## src/rtl/duration_string_parser_unit_assert.svh

```systemverilog
// ----------------------------------------------------------------------------
// duration string parser assertion macros
// concurrent assertion shorthands sampled on clk, disabled during reset
// ----------------------------------------------------------------------------
`ifndef DURATION_STRING_PARSER_UNIT_ASSERT_SVH
`define DURATION_STRING_PARSER_UNIT_ASSERT_SVH

// same-cycle implication
`define DSP_ASSERT_IMP(label, ante, cons, msg) \
    label: assert property (@(posedge clk) disable iff (!rst_n) (ante) |-> (cons)) \
        else $error(msg);

// next-cycle implication
`define DSP_ASSERT_NXT(label, ante, cons, msg) \
    label: assert property (@(posedge clk) disable iff (!rst_n) (ante) |=> (cons)) \
        else $error(msg);

`endif

```

## src/rtl/dsp_pkg.sv

```systemverilog
// ----------------------------------------------------------------------------
// dsp_pkg
// widths, character codes, unit factors and power-of-ten table for the
// duration string parser
// ----------------------------------------------------------------------------
package dsp_pkg;

    // fraction digit limit
    localparam int MAX_FRACTION_DIGITS = 6;

    // field and state widths
    localparam int CODE_W   = 16;
    localparam int MANT_W   = 40;
    localparam int FD_W     = 3;
    localparam int TOTAL_W  = 63;
    localparam int FACTOR_W = 32;
    localparam int HALF_W   = MANT_W / 2;
    localparam int HPROD_W  = HALF_W + FACTOR_W;
    localparam int PROD_W   = MANT_W + FACTOR_W;
    localparam int DIV_W    = 24;
    localparam int DIV_BITS = PROD_W;
    localparam int CNT_W    = $clog2(DIV_BITS);

    // saturation limits
    localparam logic [MANT_W-1:0]  MANT_MAX  = {MANT_W{1'b1}};
    localparam logic [TOTAL_W-1:0] TOTAL_MAX = {TOTAL_W{1'b1}};

    // character codes
    localparam logic [CODE_W-1:0] CHAR_0      = 16'h0030;
    localparam logic [CODE_W-1:0] CHAR_9      = 16'h0039;
    localparam logic [CODE_W-1:0] CHAR_DOT    = 16'h002E;
    localparam logic [CODE_W-1:0] CHAR_LOWER_H = 16'h0068;
    localparam logic [CODE_W-1:0] CHAR_LOWER_M = 16'h006D;
    localparam logic [CODE_W-1:0] CHAR_LOWER_S = 16'h0073;

    // time units
    typedef enum logic [1:0] {
        UNIT_HOUR,
        UNIT_MINUTE,
        UNIT_SECOND,
        UNIT_MILLI
    } unit_t;

    // microseconds per unit
    function automatic logic [FACTOR_W-1:0] unit_factor(unit_t unit);
        logic [FACTOR_W-1:0] f;
        case (unit)
            UNIT_HOUR:   f = 32'd3600000000;
            UNIT_MINUTE: f = 32'd60000000;
            UNIT_SECOND: f = 32'd1000000;
            UNIT_MILLI:  f = 32'd1000;
            default:     f = 32'd1000;
        endcase
        return f;
    endfunction

    // divisor for a count of fraction digits
    function automatic logic [DIV_W-1:0] pow10(logic [FD_W-1:0] n);
        logic [DIV_W-1:0] p;
        case (n)
            3'd0:    p = 24'd1;
            3'd1:    p = 24'd10;
            3'd2:    p = 24'd100;
            3'd3:    p = 24'd1000;
            3'd4:    p = 24'd10000;
            3'd5:    p = 24'd100000;
            3'd6:    p = 24'd1000000;
            3'd7:    p = 24'd10000000;
            default: p = 24'd1;
        endcase
        return p;
    endfunction

endpackage

```

## src/rtl/duration_string_parser_unit.sv

```systemverilog
// ----------------------------------------------------------------------------
// duration_string_parser_unit
// parses h / m / s / ms duration text one character per item and returns the
// total in microseconds on the end item
// ----------------------------------------------------------------------------
// Each input item is one character; an item with end_of_text set closes the
// text and yields one result (total_us, valid_res, overflowed), after which
// all state is cleared. Input stall is high whenever the sequencer is busy.
// A digit, dot or unknown character is accepted in idle and handled in
// decode. A unit character (h, s, or the character that resolves a pending
// m) adds a scaling pass on a shared 20x32 multiplier: a low and a high
// multiply, one sum, 72 restoring division steps when the number has
// fraction digits (none otherwise) and one accumulate; the character after
// a pending m that is not s then goes back to decode. The end item passes
// through decode and finish, plus one scaling pass when a minute is still
// pending. The result sits in an output register, so characters of the next
// text are taken while it waits.
// ----------------------------------------------------------------------------
`include "duration_string_parser_unit_assert.svh"

module duration_string_parser_unit
(
    input  logic                          clk,
    input  logic                          rst_n,
    // input channel
    input  logic                          in_valid,
    output logic                          in_stall,
    input  logic [dsp_pkg::CODE_W-1:0]    code,
    input  logic                          end_of_text,
    // result channel
    output logic                          out_valid,
    input  logic                          out_stall,
    output logic [dsp_pkg::TOTAL_W-1:0]   total_us,
    output logic                          valid_res,
    output logic                          overflowed
);

    typedef enum logic [2:0] {
        ST_IDLE,
        ST_DECODE,
        ST_MUL_LO,
        ST_MUL_HI,
        ST_SUM,
        ST_DIV,
        ST_ACC,
        ST_FINISH
    } state_t;

    state_t                          state_reg, state_next;
    logic [dsp_pkg::CODE_W-1:0]      code_reg, code_next;
    logic                            eot_reg, eot_next;
    logic [dsp_pkg::MANT_W-1:0]      mant_reg, mant_next;
    logic [dsp_pkg::FD_W-1:0]        fd_reg, fd_next;
    logic                            in_frac_reg, in_frac_next;
    logic                            pending_reg, pending_next;
    logic                            seen_reg, seen_next;
    logic [dsp_pkg::TOTAL_W-1:0]     total_reg, total_next;
    logic                            sat_reg, sat_next;
    logic                            replay_reg, replay_next;
    dsp_pkg::unit_t                  unit_reg, unit_next;
    logic [dsp_pkg::PROD_W-1:0]      prod_reg, prod_next;
    logic [dsp_pkg::HPROD_W-1:0]     part_reg, part_next;
    logic [dsp_pkg::DIV_W-1:0]       rem_reg, rem_next;
    logic [dsp_pkg::CNT_W-1:0]       cnt_reg, cnt_next;
    logic                            out_valid_reg, out_valid_next;
    logic [dsp_pkg::TOTAL_W-1:0]     out_total_reg, out_total_next;
    logic                            out_vres_reg, out_vres_next;
    logic                            out_ovf_reg, out_ovf_next;

    logic                            is_digit;
    logic [3:0]                      digit;
    logic [dsp_pkg::MANT_W+3:0]      mant_x10;
    logic [dsp_pkg::HALF_W-1:0]      mul_a;
    logic [dsp_pkg::HPROD_W-1:0]     mul_out;
    logic [dsp_pkg::DIV_W-1:0]       divisor;
    logic [dsp_pkg::DIV_W:0]         div_trial;
    logic [dsp_pkg::DIV_W:0]         div_diff;
    logic                            div_fits;
    logic                            part_sat;
    logic [dsp_pkg::TOTAL_W-1:0]     part;
    logic [dsp_pkg::TOTAL_W:0]       acc_sum;

    // handshake
    assign in_stall   = (state_reg != ST_IDLE);
    assign out_valid  = out_valid_reg;
    assign total_us   = out_total_reg;
    assign valid_res  = out_vres_reg;
    assign overflowed = out_ovf_reg;

    // digit decode and mantissa times ten plus digit
    assign is_digit = (code_reg >= dsp_pkg::CHAR_0) && (code_reg <= dsp_pkg::CHAR_9);
    assign digit    = code_reg[3:0];
    assign mant_x10 = ({4'b0, mant_reg} << 3) + ({4'b0, mant_reg} << 1)
                    + {{dsp_pkg::MANT_W{1'b0}}, digit};

    // shared half-width multiplier
    assign mul_a   = (state_reg == ST_MUL_HI) ? mant_reg[dsp_pkg::MANT_W-1:dsp_pkg::HALF_W]
                                              : mant_reg[dsp_pkg::HALF_W-1:0];
    assign mul_out = {{dsp_pkg::FACTOR_W{1'b0}}, mul_a}
                   * {{dsp_pkg::HALF_W{1'b0}}, dsp_pkg::unit_factor(unit_reg)};

    // restoring division step
    assign divisor   = dsp_pkg::pow10(fd_reg);
    assign div_trial = {rem_reg, prod_reg[dsp_pkg::PROD_W-1]};
    assign div_fits  = (div_trial >= {1'b0, divisor});
    assign div_diff  = div_trial - {1'b0, divisor};

    // clamp scaled part and add to running total
    assign part_sat = |prod_reg[dsp_pkg::PROD_W-1:dsp_pkg::TOTAL_W];
    assign part     = part_sat ? dsp_pkg::TOTAL_MAX : prod_reg[dsp_pkg::TOTAL_W-1:0];
    assign acc_sum  = {1'b0, total_reg} + {1'b0, part};

    // sequencer
    always_comb
    begin
        state_next     = state_reg;
        code_next      = code_reg;
        eot_next       = eot_reg;
        mant_next      = mant_reg;
        fd_next        = fd_reg;
        in_frac_next   = in_frac_reg;
        pending_next   = pending_reg;
        seen_next      = seen_reg;
        total_next     = total_reg;
        sat_next       = sat_reg;
        replay_next    = replay_reg;
        unit_next      = unit_reg;
        prod_next      = prod_reg;
        part_next      = part_reg;
        rem_next       = rem_reg;
        cnt_next       = cnt_reg;
        out_valid_next = out_valid_reg && out_stall;
        out_total_next = out_total_reg;
        out_vres_next  = out_vres_reg;
        out_ovf_next   = out_ovf_reg;

        case (state_reg)
            ST_IDLE:
            begin
                if (in_valid)
                begin
                    code_next  = code;
                    eot_next   = end_of_text;
                    state_next = ST_DECODE;
                end
            end

            ST_DECODE:
            begin
                if (pending_reg)
                begin
                    // resolve the pending m first
                    pending_next = 1'b0;
                    state_next   = ST_MUL_LO;
                    if (!eot_reg && (code_reg == dsp_pkg::CHAR_LOWER_S))
                    begin
                        unit_next   = dsp_pkg::UNIT_MILLI;
                        replay_next = 1'b0;
                    end
                    else
                    begin
                        unit_next   = dsp_pkg::UNIT_MINUTE;
                        replay_next = 1'b1;
                    end
                end
                else if (eot_reg)
                begin
                    state_next = ST_FINISH;
                end
                else if (is_digit)
                begin
                    seen_next  = 1'b1;
                    state_next = ST_IDLE;
                    if (!in_frac_reg
                        || (fd_reg < dsp_pkg::FD_W'(dsp_pkg::MAX_FRACTION_DIGITS)))
                    begin
                        if (in_frac_reg)
                        begin
                            fd_next = fd_reg + 1'b1;
                        end
                        if (|mant_x10[dsp_pkg::MANT_W+3:dsp_pkg::MANT_W])
                        begin
                            mant_next = dsp_pkg::MANT_MAX;
                            sat_next  = 1'b1;
                        end
                        else
                        begin
                            mant_next = mant_x10[dsp_pkg::MANT_W-1:0];
                        end
                    end
                end
                else if (code_reg == dsp_pkg::CHAR_DOT)
                begin
                    in_frac_next = 1'b1;
                    seen_next    = 1'b1;
                    state_next   = ST_IDLE;
                end
                else if (code_reg == dsp_pkg::CHAR_LOWER_M)
                begin
                    pending_next = 1'b1;
                    state_next   = ST_IDLE;
                end
                else if (code_reg == dsp_pkg::CHAR_LOWER_H)
                begin
                    unit_next   = dsp_pkg::UNIT_HOUR;
                    replay_next = 1'b0;
                    state_next  = ST_MUL_LO;
                end
                else if (code_reg == dsp_pkg::CHAR_LOWER_S)
                begin
                    unit_next   = dsp_pkg::UNIT_SECOND;
                    replay_next = 1'b0;
                    state_next  = ST_MUL_LO;
                end
                else
                begin
                    // unknown character drops the number
                    mant_next    = '0;
                    fd_next      = '0;
                    in_frac_next = 1'b0;
                    state_next   = ST_IDLE;
                end
            end

            ST_MUL_LO:
            begin
                prod_next  = dsp_pkg::PROD_W'(mul_out);
                state_next = ST_MUL_HI;
            end

            ST_MUL_HI:
            begin
                part_next  = mul_out;
                state_next = ST_SUM;
            end

            ST_SUM:
            begin
                prod_next = prod_reg + {part_reg, {dsp_pkg::HALF_W{1'b0}}};
                rem_next  = '0;
                cnt_next  = '0;
                if (fd_reg == '0)
                begin
                    state_next = ST_ACC;
                end
                else
                begin
                    state_next = ST_DIV;
                end
            end

            ST_DIV:
            begin
                rem_next  = div_fits ? div_diff[dsp_pkg::DIV_W-1:0]
                                     : div_trial[dsp_pkg::DIV_W-1:0];
                prod_next = {prod_reg[dsp_pkg::PROD_W-2:0], div_fits};
                cnt_next  = cnt_reg + 1'b1;
                if (cnt_reg == dsp_pkg::CNT_W'(dsp_pkg::DIV_BITS - 1))
                begin
                    state_next = ST_ACC;
                end
            end

            ST_ACC:
            begin
                if (acc_sum[dsp_pkg::TOTAL_W])
                begin
                    total_next = dsp_pkg::TOTAL_MAX;
                end
                else
                begin
                    total_next = acc_sum[dsp_pkg::TOTAL_W-1:0];
                end
                sat_next     = sat_reg || part_sat || acc_sum[dsp_pkg::TOTAL_W];
                mant_next    = '0;
                fd_next      = '0;
                in_frac_next = 1'b0;
                replay_next  = 1'b0;
                state_next   = replay_reg ? ST_DECODE : ST_IDLE;
            end

            ST_FINISH:
            begin
                if (!out_valid_reg || !out_stall)
                begin
                    out_valid_next = 1'b1;
                    out_total_next = seen_reg ? total_reg : '0;
                    out_vres_next  = seen_reg;
                    out_ovf_next   = sat_reg;
                    mant_next      = '0;
                    fd_next        = '0;
                    in_frac_next   = 1'b0;
                    pending_next   = 1'b0;
                    seen_next      = 1'b0;
                    total_next     = '0;
                    sat_next       = 1'b0;
                    state_next     = ST_IDLE;
                end
            end

            default:
            begin
                state_next = ST_IDLE;
            end
        endcase
    end

    // state and registered outputs
    always_ff @(posedge clk or negedge rst_n)
    begin
        if (!rst_n)
        begin
            state_reg     <= ST_IDLE;
            code_reg      <= '0;
            eot_reg       <= 1'b0;
            mant_reg      <= '0;
            fd_reg        <= '0;
            in_frac_reg   <= 1'b0;
            pending_reg   <= 1'b0;
            seen_reg      <= 1'b0;
            total_reg     <= '0;
            sat_reg       <= 1'b0;
            replay_reg    <= 1'b0;
            unit_reg      <= dsp_pkg::UNIT_HOUR;
            prod_reg      <= '0;
            part_reg      <= '0;
            rem_reg       <= '0;
            cnt_reg       <= '0;
            out_valid_reg <= 1'b0;
            out_total_reg <= '0;
            out_vres_reg  <= 1'b0;
            out_ovf_reg   <= 1'b0;
        end
        else
        begin
            state_reg     <= state_next;
            code_reg      <= code_next;
            eot_reg       <= eot_next;
            mant_reg      <= mant_next;
            fd_reg        <= fd_next;
            in_frac_reg   <= in_frac_next;
            pending_reg   <= pending_next;
            seen_reg      <= seen_next;
            total_reg     <= total_next;
            sat_reg       <= sat_next;
            replay_reg    <= replay_next;
            unit_reg      <= unit_next;
            prod_reg      <= prod_next;
            part_reg      <= part_next;
            rem_reg       <= rem_next;
            cnt_reg       <= cnt_next;
            out_valid_reg <= out_valid_next;
            out_total_reg <= out_total_next;
            out_vres_reg  <= out_vres_next;
            out_ovf_reg   <= out_ovf_next;
        end
    end

    // assertions
    `DSP_ASSERT_IMP(a_fd_limit, 1'b1, fd_reg <= dsp_pkg::FD_W'(dsp_pkg::MAX_FRACTION_DIGITS), "fraction digit count beyond limit")
    `DSP_ASSERT_IMP(a_div_rem, state_reg == ST_DIV, rem_reg < divisor, "division remainder not below divisor")
    `DSP_ASSERT_IMP(a_finish_no_pending, state_reg == ST_FINISH, !pending_reg, "pending minute left at finish")
    `DSP_ASSERT_NXT(a_end_decoded, in_valid && !in_stall && end_of_text, state_reg == ST_DECODE && eot_reg, "end item not taken to decode")
    `DSP_ASSERT_IMP(a_result_source, $rose(out_valid_reg), $past(state_reg == ST_FINISH), "result raised outside finish")

endmodule
```

## config.mk

```make
export PLATFORM = sky130hd
export DESIGN_NAME = duration_string_parser_unit
export DESIGN_NICKNAME = d
export VERILOG_FILES = /design/src/rtl/dsp_pkg.sv /design/src/rtl/duration_string_parser_unit.sv
export VERILOG_INCLUDE_DIRS = /design/src /design/src/rtl
export SDC_FILE = /design/constraint.sdc
export NUM_CORES = 2
export LEC_CHECK = 0
export ABC_AREA = 1
export ABC_CLOCK_PERIOD_IN_PS = 8710
export BUFFER_PORTS_ARGS = -buffer_cell sky130_fd_sc_hd__buf_4
export CORE_ASPECT_RATIO = 0.5
export CORE_MARGIN = 1.5
export CORE_UTILIZATION = 45
export CTS_BUF_LIST = sky130_fd_sc_hd__clkbuf_8
export DETAILED_ROUTE_END_ITERATION = 8
export GPL_TIMING_DRIVEN = 0
export SYNTH_ARGS = -nofsm -noshare
export SYNTH_HDL_FRONTEND = slang
export SYNTH_SLANG_ARGS = --single-unit
```

## constraint.sdc

```tcl
create_clock -name clk -period 8.71 [get_ports clk]
set_input_delay 0.4355 -clock clk [delete_from_list [all_inputs] [get_ports clk]]
set_output_delay 0.4355 -clock clk [all_outputs]
set_load 0.05 [all_outputs]
```

==> flow_summary.yaml <==
floorplanning:
  die_h_um: 224
  die_w_um: 444
  fp.dieArea_um2: 99300
  start_util_pct: 45.7
  row_count: 80
  core_um2: 95900
  io-pin-count: 88
finish:
  mostFrequentLayoutCell: "nand2_1"
  layout_common_cells: "nand2_1 (1410), inv_1 (1155), nor2_1 (673), ha_1 (471), o21ai_0 (399)"
  area_growth_pct: 8.95
  fillers: 9861
  ff_latch_area_um2: 8780
  fin_util_pct: 49.8
  multi_input_area_um2: 30300
  drive_gt1_share_pct: 5.41
  fin_nets: 7178
  largest_reg_flops: 72
global_route:
  grtUsageTotal_pct: 32.6
  grt_pass1_wl_mm: 247
  grt_overflow: 0
  grt_pass1_vias: 41600
  grt_antenna_before_repair: 4
  grt_max_degree: 103
setup_path:
  crit_slowest_cell: "fa_1"
  max_stage_delay_ns: 0.62
  cp.buffers_inverters: 14
  cp.arrival_ns: 9.02
  worst_setup_path_start_kind: "flop"
  cp.depth: 33
  worstSetupPathType: "flop to flop"
  end_kind: "flop"
  cp.required_ns: 9.34
  critPathTopFamily: "adder cells"
  critPathMaxFanout: 10
  cp_common_cell: "inv_1"
  r2r_cells: 33
yosys:
  yosysWarnings: 0
  synth_seq_cells: 351
  async_flop_share_pct: 100
  synth_edf_count: 0
  synthDistinctLibCells: 59
  ys_seq_area_share_pct: 20.1
  avgSynthCellArea_um2: 7.10
  synth-main-ff-cell: "dfrtp_1"
  synth_area_um2: 43800
  syn_nets: 7005
  postSynthCellCount: 6168
timing:
  relSlewSlack_pct: 22.8
  period_needed_ns: 8.39
  timing.hold.ws_ns: 0.0885
  report.final.slew_viol_count: 0
  tns_ns: 0
  finClkSkew_ns: 0.0773
  period_share_pct: 96.4
  hold_violations: 0
  worst_pin_slew_ns: 1.15
  finalSetupViolations: 0
  rsz0062_at_grt: "no"
  fmax_mhz: 119
place:
  dp_hpwl_mm: 138
  port_buffers: 87
  gp_congestion: 1.02
cts:
  numCtsBuffers: 60
  clockRootBuffer: "clkbuf_8"
  tritoncts: "built"
  clock_latency_ns: 0.77
  cts_htree_levels: 2
  clockBufferDepth: 3
  clkSlewWorstSetupHoldPaths_ns: 0.06
  numClockSinks: 351
worst_hold_path:
  worstHoldPathType: "input pin to flop"
  hold_path_depth: 3
detailed_routing:
  drc: 0
  firstDrtPassIters: 6
  wl_per_cell_um: 21.1
  drtIter0Drc: 3556
  routed-via-count: 41700
  drtAntennaViolNets: 0
  via_per_inst: 5.45
  drt_wl_total_mm: 161
flow_run:
  drv_cap: 0
outcome:
  status: "finished, final reports clean"
## cells in the mapped netlist, types with 11 or more instances
cell type,number,share of area (%)
o21bai_1,35,0.60
nand4_1,46,0.66
dfrtp_1,351,20
buf_1,12,0.10
o21ai_2,21,0.42
o221ai_1,17,0.34
o21a_1,18,0.31
a21oi_1,351,4.0
nor3_1,47,0.54
o21ai_1,51,0.58
clkbuf_1,84,0.72
a21o_1,24,0.41
inv_1,1139,9.8
nand2_1,1410,12
fa_1,345,16
o21ai_0,401,4.6
nor4_1,20,0.29
a21boi_0,11,0.19
ha_1,471,13
a31oi_1,17,0.24
mux2_2,12,0.31
nor2_1,681,5.8
xor2_1,65,1.3
xnor2_1,40,0.80
nand3b_1,20,0.34
buf_2,14,0.16
or2_2,44,0.63
nand3_1,314,3.6
## layer usage
metal | global-route usage [%] | part of all wire (%)
met2 | 51.4 | 44
met5 | 0 | 0
met4 | 10.6 | 3.5
met3 | 4.50 | 6.5
met1 | 46.1 | 46
## stage by stage
step	setup slack [ns]	cells	instance area, µm²
6_report	0.317	7652	47700
3_5_place_dp	-0.750	7530	46200
3_3_place_gp	-0.686	7526	46000
2_1_floorplan	1.80	6168	43800
4_1_cts	0.00584	7650	47600
5_1_grt	0.00868	7652	47700
## final cells by class
cell class,count,share of cell area (%)
clock buffer,70,2.02
antenna,1,0.00524
tap,1271,3.33
clock inverter,31,0.522
sequential,351,18.4
multi-input combinational,4544,63.5
inverter,1152,9.07
buffer,120,1.14
timing repair buffer,112,2.05
## kinds of logic after synthesis
family / Yosys count / synth area share, %
AO/OA/AOI/OAI: 996 / 12.6
multiplexers: 12 / 0.309
adder cells (fa/ha/maj): 816 / 29.2
flip-flops: 351 / 20.1
AND/OR/NAND/NOR: 2615 / 24.6
buffers and inverters: 1273 / 11.1
XOR/XNOR: 105 / 2.10
## path summary, 6_finish.rpt
path / start / slack (ns) / endpoint
setup / recovery: state_reg[1] / 0.32 / prod_reg[46]
hold / removal: in_valid / 0.09 / state_reg[1]
setup reg to reg: state_reg[1] / 0.32 / prod_reg[46]
hold reg to reg: total_us[39] / 0.48 / total_us[39]
max in group asynchronous: rst_n / 6.98 / valid_res
min in group asynchronous: rst_n / 0.27 / code_reg[3]
## worst min-delay path: cells and delay by family
kind                   cells  cell delay (ns)
buffers and inverters      1             0.08
AO/OA/AOI/OAI              2             0.23
## what timing repair did
item | 4_1_cts | 5_1_grt
endpoints found under the hold margin | 78 | 0
setup endpoints to repair | 50 | 49
pin swaps | 0 | 1
buffers inserted | 0 | 2
gates resized for setup | 18 | 26
hold buffers | 19 | 0
Power is left out: the tool's default activity adds up to more than one toggle a clock period on the data nets, which glitch-free logic cannot reach.
